===== src/rtl/windowed_valley_detector_macros.svh =====
// Assertion macros for the windowed valley detector.
// Used by the top level; expects clk and rst_n in the including scope.
`ifndef WINDOWED_VALLEY_DETECTOR_MACROS_SVH
`define WINDOWED_VALLEY_DETECTOR_MACROS_SVH

// Same-cycle implication, checked out of reset.
`define WVD_ASSERT_IMP(lbl, ante, cons, msg) \
  lbl: assert property (@(posedge clk) disable iff (!rst_n) (ante) |-> (cons)) else $error(msg);

// Next-cycle implication, checked out of reset.
`define WVD_ASSERT_NXT(lbl, ante, cons, msg) \
  lbl: assert property (@(posedge clk) disable iff (!rst_n) (ante) |=> (cons)) else $error(msg);

`endif


===== src/rtl/wvd_pkg.sv =====
// Shared types and constants for the windowed valley detector.
// No dependencies; used by wvd_window_store and windowed_valley_detector.
`timescale 1ns / 1ps
`default_nettype none

package wvd_pkg;

  localparam int SAMPLE_W       = 16;
  localparam int CFG_DATA_W     = 16;
  localparam int CFG_IDX_W      = 2;
  localparam int WLEN_CFG_W     = 5;
  localparam int DEF_MAX_WINDOW = 16;

  // Register indexes on the configuration port.
  localparam logic [CFG_IDX_W-1:0] CFG_FLOOR_LEVEL    = 2'd0;
  localparam logic [CFG_IDX_W-1:0] CFG_WINDOW_LENGTH  = 2'd1;
  localparam logic [CFG_IDX_W-1:0] CFG_FLAT_TOLERANCE = 2'd2;

  localparam logic [SAMPLE_W-1:0]   FLOOR_RESET   = 16'hFFFF;
  localparam logic [WLEN_CFG_W-1:0] WLEN_RESET    = 5'd8;
  localparam logic [SAMPLE_W-1:0]   TOL_RESET     = 16'd10;
  localparam logic [SAMPLE_W-1:0]   VALLEY_RESET  = 16'hFFFF;
  localparam logic [SAMPLE_W-1:0]   COUNT_MAX     = 16'hFFFF;

  // Half-window slope limits, on differences one bit wider than a sample.
  localparam logic signed [SAMPLE_W:0] RISE_LIMIT = 17'sd20;
  localparam logic signed [SAMPLE_W:0] FALL_LIMIT = -17'sd20;

  // Control for one cycle of the window store.
  typedef struct packed {
    logic rd_en;
    logic wr_en;
    logic advance;
  } store_cmd_t;

endpackage

`default_nettype wire


===== src/rtl/wvd_window_store.sv =====
// Window sample memory for the windowed valley detector: a circular buffer
// addressed by position from the oldest entry. Depends on wvd_pkg.
`timescale 1ns / 1ps
`default_nettype none

module wvd_window_store #(
  parameter int MAX_WINDOW = wvd_pkg::DEF_MAX_WINDOW
) (
  input  wire                                   clk,
  input  wire                                   rst_n,
  input  wire  wvd_pkg::store_cmd_t             cmd,
  input  wire  [((MAX_WINDOW > 1) ? $clog2(MAX_WINDOW) : 1)-1:0] wr_idx,
  input  wire  [wvd_pkg::SAMPLE_W-1:0]          wr_data,
  input  wire  [((MAX_WINDOW > 1) ? $clog2(MAX_WINDOW) : 1)-1:0] rd_idx,
  output logic [wvd_pkg::SAMPLE_W-1:0]          rd_data
);

  localparam int IDX_W = (MAX_WINDOW > 1) ? $clog2(MAX_WINDOW) : 1;
  localparam logic [IDX_W:0] DEPTH = (IDX_W + 1)'(MAX_WINDOW);

  logic [wvd_pkg::SAMPLE_W-1:0] mem [MAX_WINDOW];
  logic [IDX_W-1:0]             head_r;
  logic [IDX_W-1:0]             head_nxt;
  logic [wvd_pkg::SAMPLE_W-1:0] rd_data_r;

  // Position from the oldest entry to physical address, wrapping once.
  function automatic logic [IDX_W-1:0] to_phys(input logic [IDX_W-1:0] base,
                                               input logic [IDX_W-1:0] pos);
    logic [IDX_W:0] sum;
    sum = {1'b0, base} + {1'b0, pos};
    if (sum >= DEPTH) begin
      sum = sum - DEPTH;
    end
    return sum[IDX_W-1:0];
  endfunction

  always_comb begin
    head_nxt = head_r;
    if (cmd.advance) begin
      head_nxt = to_phys(head_r, IDX_W'(1));
    end
  end

  always_ff @(posedge clk) begin
    if (!rst_n) begin
      head_r <= '0;
    end else begin
      head_r <= head_nxt;
    end
  end

  always_ff @(posedge clk) begin
    if (cmd.wr_en) begin
      mem[to_phys(head_r, wr_idx)] <= wr_data;
    end
    if (cmd.rd_en) begin
      rd_data_r <= mem[to_phys(head_r, rd_idx)];
    end
  end

  assign rd_data = rd_data_r;

endmodule

`default_nettype wire


===== src/rtl/windowed_valley_detector.sv =====
// Windowed valley detector: top level, sequencer, valley records and ports.
// Depends on wvd_pkg, wvd_window_store and windowed_valley_detector_macros.svh.
`timescale 1ns / 1ps
`default_nettype none

// Takes one transaction at a time on the in_ channel and returns exactly one
// result on the out_ channel per transaction. A clear command, and a sample
// whose window is not full before or after it, skip the flatness checks.
// Otherwise the window lives in a single-port sample memory, so the flatness
// check of the old window reads three entries and the check of the new
// window walks all W entries (W = window_length), one read per cycle,
// feeding one comparator that tracks the minimum. The result sits in an
// output register, so a stalled result does not hold up the next
// transaction's work; that transaction completes once the result is taken.
// Configuration writes are taken only while no transaction is in progress
// or offered. No clearing pass is needed after reset.
module windowed_valley_detector #(
  parameter int MAX_WINDOW = wvd_pkg::DEF_MAX_WINDOW
) (
  input  wire                             clk,
  input  wire                             rst_n,
  input  wire                             in_valid,
  output logic                            in_stall,
  input  wire                             in_cmd,
  input  wire  [wvd_pkg::SAMPLE_W-1:0]    in_sample,
  output logic                            out_valid,
  input  wire                             out_stall,
  output logic                            out_accepted,
  output logic                            out_valley_found,
  output logic [wvd_pkg::SAMPLE_W-1:0]    out_last_valley,
  output logic [wvd_pkg::SAMPLE_W-1:0]    out_previous_valley,
  output logic [wvd_pkg::SAMPLE_W-1:0]    out_lowest_valley,
  output logic [wvd_pkg::SAMPLE_W-1:0]    out_valley_count,
  input  wire                             cfg_valid,
  output logic                            cfg_ready,
  input  wire  [wvd_pkg::CFG_IDX_W-1:0]   cfg_index,
  input  wire  [wvd_pkg::CFG_DATA_W-1:0]  cfg_wdata
);

  localparam int SW    = wvd_pkg::SAMPLE_W;
  localparam int CNT_W = $clog2(MAX_WINDOW + 1);
  localparam int IDX_W = (MAX_WINDOW > 1) ? $clog2(MAX_WINDOW) : 1;
  localparam int K_W   = (IDX_W < 2) ? 2 : IDX_W;

  typedef enum logic [6:0] {
    ST_IDLE  = 7'b0000001,
    ST_SCAN  = 7'b0000010,
    ST_WAIT  = 7'b0000100,
    ST_EVAL  = 7'b0001000,
    ST_PUSH  = 7'b0010000,
    ST_WRITE = 7'b0100000,
    ST_FINAL = 7'b1000000
  } state_t;

  state_t state_r, state_nxt;

  logic [SW-1:0]    floor_r, floor_nxt;
  logic [SW-1:0]    tol_r, tol_nxt;
  logic [CNT_W-1:0] wlen_r, wlen_nxt;
  logic [CNT_W-1:0] fill_r, fill_nxt;
  logic [K_W-1:0]   k_r, k_nxt;
  logic             post_r, post_nxt;
  logic             acc_r, acc_nxt;
  logic             found_r, found_nxt;
  logic [IDX_W-1:0] tag_r;
  logic             tag_vld_r;

  logic [SW-1:0] recent_r, recent_nxt;
  logic [SW-1:0] older_r, older_nxt;
  logic [SW-1:0] lowest_r, lowest_nxt;
  logic [SW-1:0] count_r, count_nxt;
  logic          out_valid_r, out_valid_nxt;
  logic          out_acc_r, out_acc_nxt;
  logic          out_found_r, out_found_nxt;

  logic          cmd_r;
  logic [SW-1:0] sample_r;
  logic [SW-1:0] first_r, mid_r, last_r, low_r;

  wvd_pkg::store_cmd_t store_cmd;
  logic [IDX_W-1:0]    rd_idx;
  logic [IDX_W-1:0]    wr_idx;
  logic [SW-1:0]       rd_data;

  logic [IDX_W-1:0] half_idx;
  logic [IDX_W-1:0] last_idx;
  logic             in_take;
  logic             cfg_take;
  logic             out_free;
  logic [SW:0]      rise_w, fall_w;
  logic [SW-1:0]    span;
  logic             flat;
  logic [31:0]      wlen_cfg;
  logic [CNT_W-1:0] wlen_clamped;

  assign half_idx = IDX_W'(wlen_r >> 1);
  assign last_idx = IDX_W'(wlen_r - CNT_W'(1));
  assign in_stall  = (state_r != ST_IDLE);
  // Hold a write off while a transaction is offered, so it never mixes with one.
  assign cfg_ready = (state_r == ST_IDLE) && !in_valid;
  assign in_take   = in_valid && !in_stall;
  assign cfg_take  = cfg_valid && cfg_ready;
  assign out_free  = !out_valid_r || !out_stall;

  // Hold the window length within 1..MAX_WINDOW.
  always_comb begin
    wlen_cfg = 32'(cfg_wdata[wvd_pkg::WLEN_CFG_W-1:0]);
    if (wlen_cfg == 32'd0) begin
      wlen_clamped = CNT_W'(1);
    end else if (wlen_cfg > 32'(MAX_WINDOW)) begin
      wlen_clamped = CNT_W'(MAX_WINDOW);
    end else begin
      wlen_clamped = CNT_W'(wlen_cfg);
    end
  end

  // Flatness of the captured first, middle and last entries.
  always_comb begin
    rise_w = {1'b0, mid_r} - {1'b0, first_r};
    fall_w = {1'b0, last_r} - {1'b0, mid_r};
    span   = (first_r > last_r) ? (first_r - last_r) : (last_r - first_r);
    flat   = (span <= tol_r)
          && ($signed(rise_w) < wvd_pkg::RISE_LIMIT)
          && ($signed(fall_w) > wvd_pkg::FALL_LIMIT);
  end

  always_comb begin
    state_nxt     = state_r;
    floor_nxt     = floor_r;
    tol_nxt       = tol_r;
    wlen_nxt      = wlen_r;
    fill_nxt      = fill_r;
    k_nxt         = k_r;
    post_nxt      = post_r;
    acc_nxt       = acc_r;
    found_nxt     = found_r;
    recent_nxt    = recent_r;
    older_nxt     = older_r;
    lowest_nxt    = lowest_r;
    count_nxt     = count_r;
    out_valid_nxt = out_valid_r && out_stall;
    out_acc_nxt   = out_acc_r;
    out_found_nxt = out_found_r;
    store_cmd     = '0;
    rd_idx        = '0;
    wr_idx        = IDX_W'(fill_r - CNT_W'(1));

    if (cfg_take) begin
      unique case (cfg_index)
        wvd_pkg::CFG_FLOOR_LEVEL:    floor_nxt = cfg_wdata;
        wvd_pkg::CFG_WINDOW_LENGTH: begin
          wlen_nxt = wlen_clamped;
          if (fill_r > wlen_clamped) begin
            fill_nxt = wlen_clamped;
          end
        end
        wvd_pkg::CFG_FLAT_TOLERANCE: tol_nxt = cfg_wdata;
        default: ;
      endcase
    end

    unique case (state_r)
      ST_IDLE: begin
        if (in_take) begin
          acc_nxt   = 1'b0;
          found_nxt = 1'b0;
          k_nxt     = '0;
          post_nxt  = 1'b0;
          if (in_cmd) begin
            state_nxt = ST_FINAL;
          end else if (fill_r == wlen_r) begin
            state_nxt = ST_SCAN;
          end else if (in_sample <= floor_r) begin
            acc_nxt   = 1'b1;
            state_nxt = ST_PUSH;
          end else begin
            state_nxt = ST_FINAL;
          end
        end
      end
      ST_SCAN: begin
        store_cmd.rd_en = 1'b1;
        if (post_r) begin
          rd_idx = k_r[IDX_W-1:0];
          if (k_r == K_W'(last_idx)) begin
            state_nxt = ST_WAIT;
          end
        end else begin
          if (k_r == K_W'(0)) begin
            rd_idx = '0;
          end else if (k_r == K_W'(1)) begin
            rd_idx = half_idx;
          end else begin
            rd_idx = last_idx;
          end
          if (k_r == K_W'(2)) begin
            state_nxt = ST_WAIT;
          end
        end
        k_nxt = k_r + K_W'(1);
      end
      ST_WAIT: begin
        state_nxt = ST_EVAL;
      end
      ST_EVAL: begin
        if (post_r) begin
          found_nxt = flat;
          state_nxt = ST_FINAL;
        end else begin
          // A flat window restarts the fill, whether or not the sample goes in.
          if (flat) begin
            fill_nxt = '0;
          end
          if (sample_r <= floor_r) begin
            acc_nxt   = 1'b1;
            state_nxt = ST_PUSH;
          end else begin
            state_nxt = ST_FINAL;
          end
        end
      end
      ST_PUSH: begin
        if (fill_r >= wlen_r) begin
          store_cmd.advance = 1'b1;
          fill_nxt          = wlen_r;
        end else begin
          fill_nxt = fill_r + CNT_W'(1);
        end
        state_nxt = ST_WRITE;
      end
      ST_WRITE: begin
        store_cmd.wr_en = 1'b1;
        k_nxt           = '0;
        post_nxt        = 1'b1;
        state_nxt       = (fill_r == wlen_r) ? ST_SCAN : ST_FINAL;
      end
      ST_FINAL: begin
        if (out_free) begin
          if (cmd_r) begin
            recent_nxt = floor_r;
            older_nxt  = floor_r;
            lowest_nxt = floor_r;
            count_nxt  = '0;
            fill_nxt   = '0;
          end else if (found_r) begin
            older_nxt  = recent_r;
            recent_nxt = low_r;
            if (low_r < lowest_r) begin
              lowest_nxt = low_r;
            end
            if (count_r != wvd_pkg::COUNT_MAX) begin
              count_nxt = count_r + SW'(1);
            end
          end
          out_valid_nxt = 1'b1;
          out_acc_nxt   = acc_r;
          out_found_nxt = found_r;
          state_nxt     = ST_IDLE;
        end
      end
      default: state_nxt = ST_IDLE;
    endcase
  end

  always_ff @(posedge clk) begin
    if (!rst_n) begin
      state_r     <= ST_IDLE;
      floor_r     <= wvd_pkg::FLOOR_RESET;
      tol_r       <= wvd_pkg::TOL_RESET;
      wlen_r      <= (32'(wvd_pkg::WLEN_RESET) > 32'(MAX_WINDOW)) ?
                     CNT_W'(MAX_WINDOW) : CNT_W'(wvd_pkg::WLEN_RESET);
      fill_r      <= '0;
      k_r         <= '0;
      post_r      <= 1'b0;
      acc_r       <= 1'b0;
      found_r     <= 1'b0;
      tag_vld_r   <= 1'b0;
      recent_r    <= wvd_pkg::VALLEY_RESET;
      older_r     <= wvd_pkg::VALLEY_RESET;
      lowest_r    <= wvd_pkg::VALLEY_RESET;
      count_r     <= '0;
      out_valid_r <= 1'b0;
      out_acc_r   <= 1'b0;
      out_found_r <= 1'b0;
    end else begin
      state_r     <= state_nxt;
      floor_r     <= floor_nxt;
      tol_r       <= tol_nxt;
      wlen_r      <= wlen_nxt;
      fill_r      <= fill_nxt;
      k_r         <= k_nxt;
      post_r      <= post_nxt;
      acc_r       <= acc_nxt;
      found_r     <= found_nxt;
      tag_vld_r   <= store_cmd.rd_en;
      recent_r    <= recent_nxt;
      older_r     <= older_nxt;
      lowest_r    <= lowest_nxt;
      count_r     <= count_nxt;
      out_valid_r <= out_valid_nxt;
      out_acc_r   <= out_acc_nxt;
      out_found_r <= out_found_nxt;
    end
  end

  // Payload: latched transaction and entries captured from the read stream.
  always_ff @(posedge clk) begin
    tag_r <= rd_idx;
    if (in_take) begin
      cmd_r    <= in_cmd;
      sample_r <= in_sample;
    end
    if (tag_vld_r) begin
      if (tag_r == '0) begin
        first_r <= rd_data;
      end
      if (tag_r == half_idx) begin
        mid_r <= rd_data;
      end
      if (tag_r == last_idx) begin
        last_r <= rd_data;
      end
      if (post_r) begin
        if (tag_r == '0 || rd_data < low_r) begin
          low_r <= rd_data;
        end
      end
    end
  end

  wvd_window_store #(
    .MAX_WINDOW(MAX_WINDOW)
  ) u_store (
    .clk     (clk),
    .rst_n   (rst_n),
    .cmd     (store_cmd),
    .wr_idx  (wr_idx),
    .wr_data (sample_r),
    .rd_idx  (rd_idx),
    .rd_data (rd_data)
  );

  assign out_valid           = out_valid_r;
  assign out_accepted        = out_acc_r;
  assign out_valley_found    = out_found_r;
  assign out_last_valley     = recent_r;
  assign out_previous_valley = older_r;
  assign out_lowest_valley   = lowest_r;
  assign out_valley_count    = count_r;

`include "windowed_valley_detector_macros.svh"

  `WVD_ASSERT_IMP(a_fill_in_window, 1'b1, fill_r <= wlen_r, "fill count beyond window length")
  `WVD_ASSERT_NXT(a_busy_after_take, in_take, in_stall, "input not held off after a transaction")
  `WVD_ASSERT_IMP(a_result_from_final, $rose(out_valid_r), $past(state_r == ST_FINAL), "result raised outside final step")
  `WVD_ASSERT_IMP(a_found_needs_accept, out_valid_r && out_found_r, out_acc_r, "valley reported for a rejected sample")

endmodule

`default_nettype wire

===== config.mk =====
export PLATFORM = sky130hd
export DESIGN_NAME = windowed_valley_detector
export DESIGN_NICKNAME = d
export VERILOG_FILES = /design/src/rtl/wvd_pkg.sv /design/src/rtl/wvd_window_store.sv /design/src/rtl/windowed_valley_detector.sv
export VERILOG_INCLUDE_DIRS = /design/src /design/src/rtl
export SDC_FILE = /design/constraint.sdc
export NUM_CORES = 1
export LEC_CHECK = 0
export BUFFER_PORTS_ARGS = -buffer_cell sky130_fd_sc_hd__buf_2
export CORE_MARGIN = 4
export CORE_UTILIZATION = 33
export DETAILED_ROUTE_END_ITERATION = 10
export PLACE_DENSITY = 0.59
export SYNTH_ARGS = -nofsm -noshare
export SYNTH_HDL_FRONTEND = slang
export SYNTH_SLANG_ARGS = --single-unit

===== constraint.sdc =====
create_clock -name clk -period 7.9 [get_ports clk]
set_input_delay 0 -clock clk [delete_from_list [all_inputs] [get_ports clk]]
set_output_delay 0 -clock clk [all_outputs]
set_load 0.1 [all_outputs]

### Word level (Yosys, flattened, before mapping)

Memories as Yosys holds them, arrays and structs flattened. A register that Yosys moved wholly into a read port is not among the register bits.
Cells that the tools add are included.

| operators by class | value |
|---|---|
| $add $sub $neg | 15 |
| multipliers | 0 |
| div/mod/pow operators | 0 |
| $lt $le $gt $ge | 14 |
| equality and inequality tests | 24 |
| shift-type cells | 0 |
| multiplexer cells | 64 |
| bitwise operators | 0 |
| reduce and logical (&&, ||, !) cells | 38 |

Operator list:

| kind | count |
|---|---|
| two-way mux 16 bit | 11 |
| two-way mux 7 bit | 11 |
| two-way mux 5 bit | 10 |
| one-hot mux 7 bit (7 select lines) | 1 |
| <= comparator 16 bit | 3 |
| two-way mux 4 bit | 10 |
| subtractor 16 x 16 -> 17 bit | 2 |
| < comparator 16 bit | 2 |
| subtractor 16 bit | 2 |
| subtractor 4 x 1 -> 4 bit (second input constant) | 5 |
| AND reduction 2 bit | 9 |
| greater-than comparator 17 x 6 -> 1 bit (second input constant) | 1 |
| < comparator 17 x 6 -> 1 bit (second input constant) | 1 |
| adder 16 x 1 -> 16 bit (second input constant) | 1 |
| greater-than comparator 16 bit | 1 |
| two-way mux 1 bit | 16 |
| inequality test 16 bit (second input constant) | 1 |
| AND reduction 4 bit | 4 |
| greater-or-equal comparator 5 bit (second input constant) | 3 |
| one-hot mux 5 bit (3 select lines) | 1 |
| equality test 4 bit | 3 |
| one-hot mux 4 bit (3 select lines) | 1 |
| adder 4 x 4 -> 5 bit | 2 |
| inequality test 2 bit (second input constant) | 5 |
| other kinds (30) | 49 |

| word-level totals | value |
|---|---|
| flip-flop bits (word level) | 213 |
| latch bits | 0 |
| memory bits (writable) | 256 |
| memory bits (read-only) | 0 |
| bits of input ports | 40 |
| output and inout port bits | 69 |
| memories | 1 |

Memory list:

| name | words | bits a word | rd ports | clocked after memory_dff | wr ports | RTL line | text |
|---|---|---|---|---|---|---|---|
| u_store.mem | 16 | 16 | 1 | 1 | 1 | wvd_window_store.sv:21 | `logic [wvd_pkg::SAMPLE_W-1:0] mem [MAX_WINDOW];` |

### Depth between registers and ports, before layout

Gate-level depths: netlist (run 1).

| depth | value |
|---|---|
| word-level depth | 10 |
| gate-level depth with buffers | 26 |

### Hierarchy

From an unflattened synthesis (run 1), not the netlist that was laid out.

| second synthesis, totals | value |
|---|---|
| cell total of the unflattened synthesis | 1954 |
| area total of the unflattened synthesis | 24218.2 um2 |

Modules (own cells, without submodules):

| module | instances | cells each | area an instance (um2) | seq. area each (um2) |
|---|---|---|---|---|
| windowed_valley_detector | 1 | 1435 | 13235.2 | 4994.8 |
| wvd_window_store | 1 | 519 | 10983.0 | 8247.9 |

### Worst setup path after synthesis (run 1)

No wires, ideal clock.

| timing | value |
|---|---|
| path type | flip-flop to flip-flop |
| from | register state_r[1] |
| to | register fill_r[1] |
| data arrival time | 5.060 ns |
| required time | 7.777 ns |
| setup slack | 2.717 ns |
| cell stages (with the launch flop) | 11 |
| path through | dfxtp_1 nor3_2 nand4b_1 nor2_1 nand4b_1 a21oi_1 o21ai_1 mux2_2 nor2_1 a21oi_1 o31ai_1 |

| between the ends | value |
|---|---|
| cells in the longest elaborated chain, start to end | 7 |
| elaborated cells between the ends (all ways) | 12 |
| classes of those cells | eq/ne (4); mux (6); reduce/logical (2) |

Ends and longest elaborated chain:

| element | RTL line | text |
|---|---|---|
| start, declared | windowed_valley_detector.sv:55 | `state_t state_r, state_nxt;` |
| start signal, assigned | windowed_valley_detector.sv:286 | `state_r <= state_nxt;` |
| equality test 7 x 1 -> 1 bit (*) | windowed_valley_detector.sv:100 | `assign cfg_ready = (state_r == ST_IDLE) && !in_valid;` |
| logical AND 1 bit (*) | windowed_valley_detector.sv:100 |  |
| via cfg_ready | windowed_valley_detector.sv:35 | `output logic cfg_ready,` |
| logical AND 1 bit (*) | windowed_valley_detector.sv:102 | `assign cfg_take = cfg_valid && cfg_ready;` |
| two-way mux 5 bit (*) | windowed_valley_detector.sv:148 | `if (cfg_take) begin` |
| two-way mux 5 bit, on equally long branches | windowed_valley_detector.sv:239, windowed_valley_detector.sv:211 |  |
| two-way mux 5 bit, on equally long branches | windowed_valley_detector.sv:238, windowed_valley_detector.sv:206 |  |
| one-hot mux 5 bit (3 select lines) (*) | windowed_valley_detector.sv:162 | `unique case (state_r)` |
| end signal, assigned | windowed_valley_detector.sv:290 | `fill_r <= fill_nxt;` |
| end, declared | windowed_valley_detector.sv:60 | `logic [CNT_W-1:0] fill_r, fill_nxt;` |

Mark *: on every way through the listed nets, which the timed path passes. The rest lies on a longest branch.
A chain may end at the register's enable or synchronous reset.

### Worst setup path in the final report (run 1)

| timing | value |
|---|---|
| from | register state_r[6] |
| to | register u_store.rd_data_r (netlist bit u_store.rd_data[13]), read port of u_store.mem (data pin) |

| between the ends | value |
|---|---|
| cells in the longest elaborated chain, start to end | 6 |
| elaborated cells between the ends (all ways) | 8 |
| classes of those cells | add/sub (2); order compare (1); eq/ne (1); mux (4) |

Ends and longest elaborated chain:

| element | RTL line | text |
|---|---|---|
| equality test 7 x 2 -> 1 bit (*) | windowed_valley_detector.sv:162 |  |
| two-way mux 4 bit | windowed_valley_detector.sv:162 |  |
| adder 4 x 4 -> 5 bit | wvd_window_store.sv:30 | `sum = {1'b0, base} + {1'b0, pos};` |
| subtractor 4 x 1 -> 4 bit or greater-or-equal comparator 5 bit (tied branches) | wvd_window_store.sv:32, wvd_window_store.sv:31 |  |
| two-way mux 4 bit | wvd_window_store.sv:31 | `if (sum >= DEPTH) begin` |
| two-way mux 4 bit | wvd_window_store.sv:56 | `if (cmd.rd_en) begin` |
| end, declared | wvd_window_store.sv:24 | `logic [wvd_pkg::SAMPLE_W-1:0] rd_data_r;` |

Every way passes the cells marked *; elsewhere a longest branch is shown, timed or not. The select of a mux whose other input is x is not followed.

==> metrics.yaml, run 1 <==
clock_network:
  cts-hold-fix-buffers: 56
  cts_setup_buffers: 0
  clockBufferDepth: 3
  cts.reportedPaths.clkPinSlew_ns: 0.06
  cts_buffers: 51
  cts_root_buf: "clkbuf_16"
  worstSkewPairLatency_ns: 0.61
  cts_tree: "built"
  htreeDepth: 2
  post_cts_resized: 0
  clock-sinks: 485
pwr:
  combPwrFrac_pct: 8.5
  leakage_nw: 11.0
  p_int_mw: 4.42
  ir_drop_uv: 171
  seqPwrFrac_pct: 50.0
  p_sw_share_pct: 25.0
  netSwitchingPower_mw: 1.47
  p_per_area_mw_per_mm2: 209
  power_mw: 5.88
  p_clk_share_pct: 41.5
sta:
  setup_viol: 0
  fin_ws_ns: 2.07
  report.final.slew_viol_count: 0
  rsz0062_at_grt: "no"
  max_slew.worst_pin.slew_ns: 1.14
  max_freq_mhz: 172
  fin_crit_ns: 5.83
  hold_violations: 0
  finalClockSkew_ns: 0.0337
  fin_tns_setup_ns: 0
  min_period_over_period_pct: 73.8
  fin_hold_ws_ns: 0.0542
  max_slew_margin_pct: 23.7
placed_design:
  portBuffers: 108
  dpl.hpwl_mm: 44.9
  dp_cells: 2927
  gp_congestion: 0.870
  dpl_cell_area_mm2: 0.0258
  dp_slack_ns: 2.09
floorplan:
  dieHeight_um: 278
  rows: 98
  initial_core_util_pct: 33.5
  die_x_um: 278
  io_pins: 109
  core_area_mm2: 0.0719
  die_area_mm2: 0.0773
route:
  drc_errors: 0
  avgRoutedWirePerCell_um: 21.0
  drtAntennaViolNets: 0
  drt-pass1-iter-count: 5
  vias_per_cell: 5.26
  vias: 16200
  wl_mm: 64.6
  drt_iter0_drc: 1217
global_routing:
  grt_pass1_vias: 15800
  antenna_found_initial: 0
  grt.total_usage_pct: 16.2
  grt_overflow: 0
  grt_pass1_wl_mm: 97.2
  grt_max_degree: 94
setup_path:
  critPathTopFamily: "adder cells"
  worst-setup-path-type: "reg2reg"
  path_max_fanout: 36
  cp-start-kind: "flip-flop"
  cp_common_cell: "mux4_2"
  cpMaxStageDelayCell: "fa_2"
  crit_arrival_ns: 6.15
  required_ns: 8.22
  worst-path-buf-inv: 2
  slowest_delay_ns: 1.45
  path_cells: "nor4_1, nor2b_1, nand2_1, inv_1, o21ai_0, fa_2, buf_4, mux4_2, mux4_2"
  end_kind: "flip-flop"
job:
  maxCapViolCount: 0
synthesis:
  syn_nets: 2124
  synth_seq_cells: 485
  syn-cell-area_mm2: 0.0241
  synth_cell_types: 76
  synth.yosys.seq_area_share_pct: 55.0
  synth_cells: 1914
  synth_edf_count: 353
  yosys_warnings: 0
  synthFlopType: "edfxtp_1"
  synthArstFlopShare_pct: 0
  syn_area_per_cell_um2: 12.6
final_layout:
  final_area_mm2: 0.0281
  antenna_cells: 0
  finish.utilization_pct: 39.1
  fin_nets: 2296
  largest_register_ffs: 256
  area_growth_pct: 16.8
  layout-drive-gt1-share_pct: 15.6
  largest-register: "u_store.mem"
  fin_cells: 3078
hold_path:
  hold_path_class: "in2reg"
status:
  status: "completed"
## power by group through the flow
stage	sequential [mW]	clock (mW)	combinational (mW)
2_1_floorplan	3.04	0	0.269
3_3_place_gp	2.99	0	0.474
3_5_place_dp	2.99	0	0.476
4_1_cts	2.94	2.50	0.502
5_1_grt	2.95	2.61	0.545
6_report	2.94	2.44	0.499
## routing by layer
metal	GRT usage, %	vias to the layer above	share of wire, %
li1	-	7547	-
met1	23.1	8063	46
met2	26.2	488	46
met3	2.47	97	5.6
met4	4.17	0	2.3
met5	0	-	0
## synth_stat cells (4+ instances only)
library cell    n  share of area [%]
clkbuf_1       67                1.0
or3_1          10               0.26
inv_1         144                2.2
a21oi_1        88                1.8
a21o_1         49                1.5
xor2_1         26               0.95
o211ai_1       74                2.3
fa_1            5               0.42
or4_1           4               0.12
a31oi_1         7               0.18
a22oi_1         4               0.12
o31ai_1        14               0.44
nor3b_1         9               0.28
a21boi_0        5               0.16
o21ai_0        66                1.4
nor3_1         21               0.44
o21bai_1        4               0.12
nand2_1       139                2.2
o311ai_0        4               0.15
nand2b_1       29               0.75
nand3_1        31               0.64
o2111ai_1       5               0.18
o2bb2ai_1       5               0.18
o21a_1          9               0.28
a211o_1         4               0.15
and2_1         14               0.36
or2_2           6               0.16
buf_2           4              0.083
xnor2_1        32                1.2
and3_1          8               0.21
nor2b_1        39                1.0
a211oi_1       14               0.44
mux4_2         80                7.5
o21ai_1         4              0.083
edfxtp_1      353                 44
ha_1          165                8.6
nor4_1         10               0.26
dfxtp_1       132                 11
nand3b_1        8               0.25
mux2i_1        62                2.6
nand4_1        24               0.62
nor2_1         81                1.3
## cells by family after synthesis
| logic type | Yosys count | share of synthesized area, % |
|---|---|---|
| and+or+nand+nor | 450 | 9.43 |
| DFF | 485 | 55.0 |
| AOI/OAI and AO/OA | 389 | 10.8 |
| buffers and inverters | 217 | 3.44 |
| muxes | 145 | 10.2 |
| adders and majority gates | 170 | 8.99 |
| xor gates and xnor gates | 58 | 2.11 |
## cells in the final DEF (no fill, tap or decap), types with 53 or more instances in the layout
master and count:
dfxtp_1 132, edfxtp_1 353, nor2_1 81, inv_1 144, nand2_1 139, dlygate4sd3_1 56
o21ai_0 65, mux2i_1 62, buf_2 107, a21oi_1 88, mux4_2 80, o211ai_1 74
clkbuf_16 53, ha_1 164
## worst paths after layout
check                               from                      to  slack (ns)  cells after the start
setup / recovery              state_r[6]     u_store.rd_data[13]        2.07                      9
hold / removal              cfg_index[0]               wlen_r[3]        0.05                      3
setup reg to reg              state_r[6]     u_store.rd_data[13]        2.07                      9
hold reg to reg   out_previous_valley[6]  out_previous_valley[6]        0.48                      2
## tightest hold or removal path, stage by stage
cell and delay (ns):
buf_2 0.12, nand4b_1 0.34, o211ai_1 0.13
## cell type report
| cell class | count | area (µm²) |
|---|---|---|
| fillers | 6826 | 43700 |
| flip-flops and latches | 485 | 13200 |
| multi-input cells | 1212 | 10100 |
| clock buffers | 69 | 1450 |
| repair buffers | 192 | 1310 |
| well taps | 950 | 1190 |
| inverters | 144 | 541 |
| clock inverters | 26 | 274 |
(Power assumes the default switching activity.)
==> run 2, diff against run 1 <==
--- a/config.mk
+++ b/config.mk
@@ -6,11 +6,12 @@
 export SDC_FILE = /design/constraint.sdc
 export NUM_CORES = 1
 export LEC_CHECK = 0
+export ABC_AREA = 1
 export BUFFER_PORTS_ARGS = -buffer_cell sky130_fd_sc_hd__buf_2
 export CORE_MARGIN = 4
 export CORE_UTILIZATION = 33
 export DETAILED_ROUTE_END_ITERATION = 10
-export PLACE_DENSITY = 0.59
+export PLACE_DENSITY = 0.61
 export SYNTH_ARGS = -nofsm -noshare
 export SYNTH_HDL_FRONTEND = slang
 export SYNTH_SLANG_ARGS = --single-unit
==> constraint.sdc (replaced) <==
create_clock -name clk -period 4.9 [get_ports clk]
set_input_delay 0 -clock clk [delete_from_list [all_inputs] [get_ports clk]]
set_output_delay 0 -clock clk [all_outputs]
set_load 0.1 [all_outputs]
==> run 2 against run 1 <==
Compared with the run above: register-to-register slack worse by 1.5 ns; clock skew down 0.0036 ns; total power is 59% higher; final cell count up 26%; setup slack worse by 1.5 ns; critical path depth grew 13; synthesized cell count is 41% higher; critical endpoint is now fill_r[2]; largest cell class unchanged; largest power group unchanged; highest routed layer unchanged.
==> metrics.yaml, run 2 <==
route:
  wl_mm: 74.8
  drt-pass1-iter-count: 5
  drt_iter0_drc: 1636
  vias_per_cell: 5.12
  drtAntennaViolNets: 0
  avgRoutedWirePerCell_um: 19.3
  drc_errors: 0
  vias: 19800
synthesis:
  synth-simple-area-share_pct: 16.9
  synth_compound_area_share_pct: 13.1
  synth-adder-area-share_pct: 8.62
  synthXorXnorAreaFrac_pct: 1.49
  synth_area_leaders: "edfxtp_1 42%, dfxtp_1 11%, ha_1 8.2%"
  synthArstFlopShare_pct: 0
  syn_area_per_cell_um2: 9.28
  synth_top_area_share_pct: 42.2
  yosysTopAreaCell: "edfxtp_1"
  synthTopCellsByCount: "481 x nand2_1, 364 x inv_1, 353 x edfxtp_1"
  synth_top_family_by_area: "simple AND/OR/NAND/NOR gates"
  syn-cell-area_mm2: 0.0251
  synth_edf_count: 353
  synthFlopType: "edfxtp_1"
  synth_cell_types: 65
  yosysMostFrequentCell: "nand2_1"
  yosys_warnings: 0
  synth.yosys.seq_area_share_pct: 52.7
  syn_nets: 2918
  synth_cells: 2708
  synth_mux_area_share_pct: 0.224
  synth_seq_cells: 485
floorplan:
  die_x_um: 284
  core_area_mm2: 0.0749
  die_area_mm2: 0.0806
  initial_core_util_pct: 33.5
  rows: 100
  dieHeight_um: 284
  io_pins: 109
final_layout:
  fill_cells: 7474
  final_cell_mix: "481 x nand2_1, 363 x inv_1, 353 x edfxtp_1"
  fin_cells: 3874
  multiInputGateArea_mm2: 0.0102
  fin_nets: 3076
  largest_register_ffs: 256
  area_growth_pct: 15.3
  regArea_mm2: 0.0132
  final_area_mm2: 0.0290
  largest-register: "u_store.mem"
  finish.utilization_pct: 38.7
  mostFrequentLayoutCell: "nand2_1"
  layout-drive-gt1-share_pct: 9.75
sta:
  rsz0062_at_grt: "no"
  max_slew.worst_pin.slew_ns: 0.964
  fin_crit_ns: 4.34
  finalClockSkew_ns: 0.0301
  hold_violations: 0
  fin_tns_setup_ns: 0
  max_slew_margin_pct: 35.7
  setup_viol: 0
  fin_ws_ns: 0.561
  report.final.slew_viol_count: 0
  min_period_over_period_pct: 88.5
  fin_hold_ws_ns: 0.150
  max_freq_mhz: 230
global_routing:
  grt_overflow: 0
  grt_max_degree: 69
  grt_pass1_vias: 19000
  grt_pass1_wl_mm: 114
  antenna_found_initial: 4
  grt.total_usage_pct: 18.0
setup_path:
  path_cells: "inv_1, ha_1, inv_1, fa_1, nand2_1, nand2_1, a21oi_1, o21ai_1, a21oi_1, o21ai_2, nand2_4, mux2_2, inv_1, ha_1, a21oi_1, o21ai_0, a21oi_1, a21oi_1, a21oi_1, nand3_1, nand2_1, a21oi_1"
  required_ns: 5.39
  end_kind: "flip-flop"
  cp-start-kind: "flip-flop"
  slowest_delay_ns: 0.43
  path_max_fanout: 18
  cp_common_cell: "a21oi_1"
  worst-setup-path-type: "reg2reg"
  crit_arrival_ns: 4.82
  cpMaxStageDelayCell: "fa_1"
placed_design:
  dp_slack_ns: 0.617
  dpl.hpwl_mm: 53.9
  dpl_cell_area_mm2: 0.0270
  portBuffers: 108
  gp_congestion: 0.918
  dp_cells: 3738
pwr:
  power_mw: 9.36
  leakage_nw: 12.2
  ir_drop_uv: 310
  p_per_area_mw_per_mm2: 323
status:
  status: "completed"
clock_network:
  cts_root_buf: "clkbuf_16"
  cts_buffers: 51
  cts_tree: "built"
  htreeDepth: 2
  cts.reportedPaths.clkPinSlew_ns: 0.06
  clock-sinks: 485
  clockBufferDepth: 3
  worstSkewPairLatency_ns: 0.60
job:
  maxCapViolCount: 0
hold_path:
  hold_path_class: "in2reg"
-- run 2: changes by cell type after synthesis, moves of 61 or more --
cell and change:
mux4_2 -80, nor2_1 +166, nand2_1 +342, inv_1 +220
o221ai_1 +64, nand3_1 +130, mux2i_1 -62, a21oi_1 +61
o21ai_0 +189
-- run 2: worst paths after layout --
| path | slack [ns] | end | from | cells past startpoint |
|---|---|---|---|---|
| setup / recovery | 0.56 | fill_r[2] | first_r[0] | 22 |
| hold / removal | 0.15 | cmd_r | in_cmd | 2 |
| setup reg to reg | 0.56 | fill_r[2] | first_r[0] | 22 |
| hold reg to reg | 0.45 | out_previous_valley[3] | out_previous_valley[3] | 2 |
-- run 2: power breakdown --
| group | internal [mW] | total, mW | switching (mW) |
|---|---|---|---|
| Clock | 2.06 | 3.65 | 1.60 |
| Sequential | 4.56 | 4.73 | 0.175 |
| Combinational | 0.262 | 0.968 | 0.705 |
| Total | 6.88 | 9.36 | 2.48 |
-- run 2: cell type report --
type | count | share of cell area, %
Antenna cell | 1 | 0.00864
Clock buffer | 69 | 4.85
Clock inverter | 22 | 0.570
Inverter | 368 | 4.77
Multi-Input combinational cell | 1765 | 35.3
Sequential cell | 485 | 45.7
Tap cell | 969 | 4.19
Timing Repair Buffer | 195 | 4.60
-- run 2: critical path: cells and delay by family (launching register included) --
kind / cells / cell delay (ns)
adder cells (fa/ha/maj): 3 / 0.80
flip-flops: 1 / 0.41
AND/OR/NAND/NOR: 5 / 0.72
AO/OA/AOI/OAI: 10 / 1.75
multiplexers: 1 / 0.37
buffers and inverters: 3 / 0.19
-- run 2: routing by layer --
layer / up-vias / GRT usage (%) / routed length (µm)
met2: 535 / 30.5 / 35200
met5: - / 0 / 0
met4: 0 / 5.16 / 2100
met3: 103 / 2.88 / 4390
met1: 9543 / 24.0 / 33100
li1: 9660 / - / -
-- run 2: cell families (layout without fill, tap and decap cells) --
group | Yosys count | after routing
compound gates | 559 | 559
xor+xnor | 42 | 42
fa+ha+maj | 170 | 170
buf+inv | 458 | 654
flops | 485 | 485
mux | 5 | 5
other cells | 0 | 1
simple gates | 989 | 989
-- run 2: repair_timing --
action | CTS | global route
hold buffers | 44 | 0
gates resized for setup | 0 | 0
buffers inserted | 0 | 0
hold endpoints to repair | 96 | 0
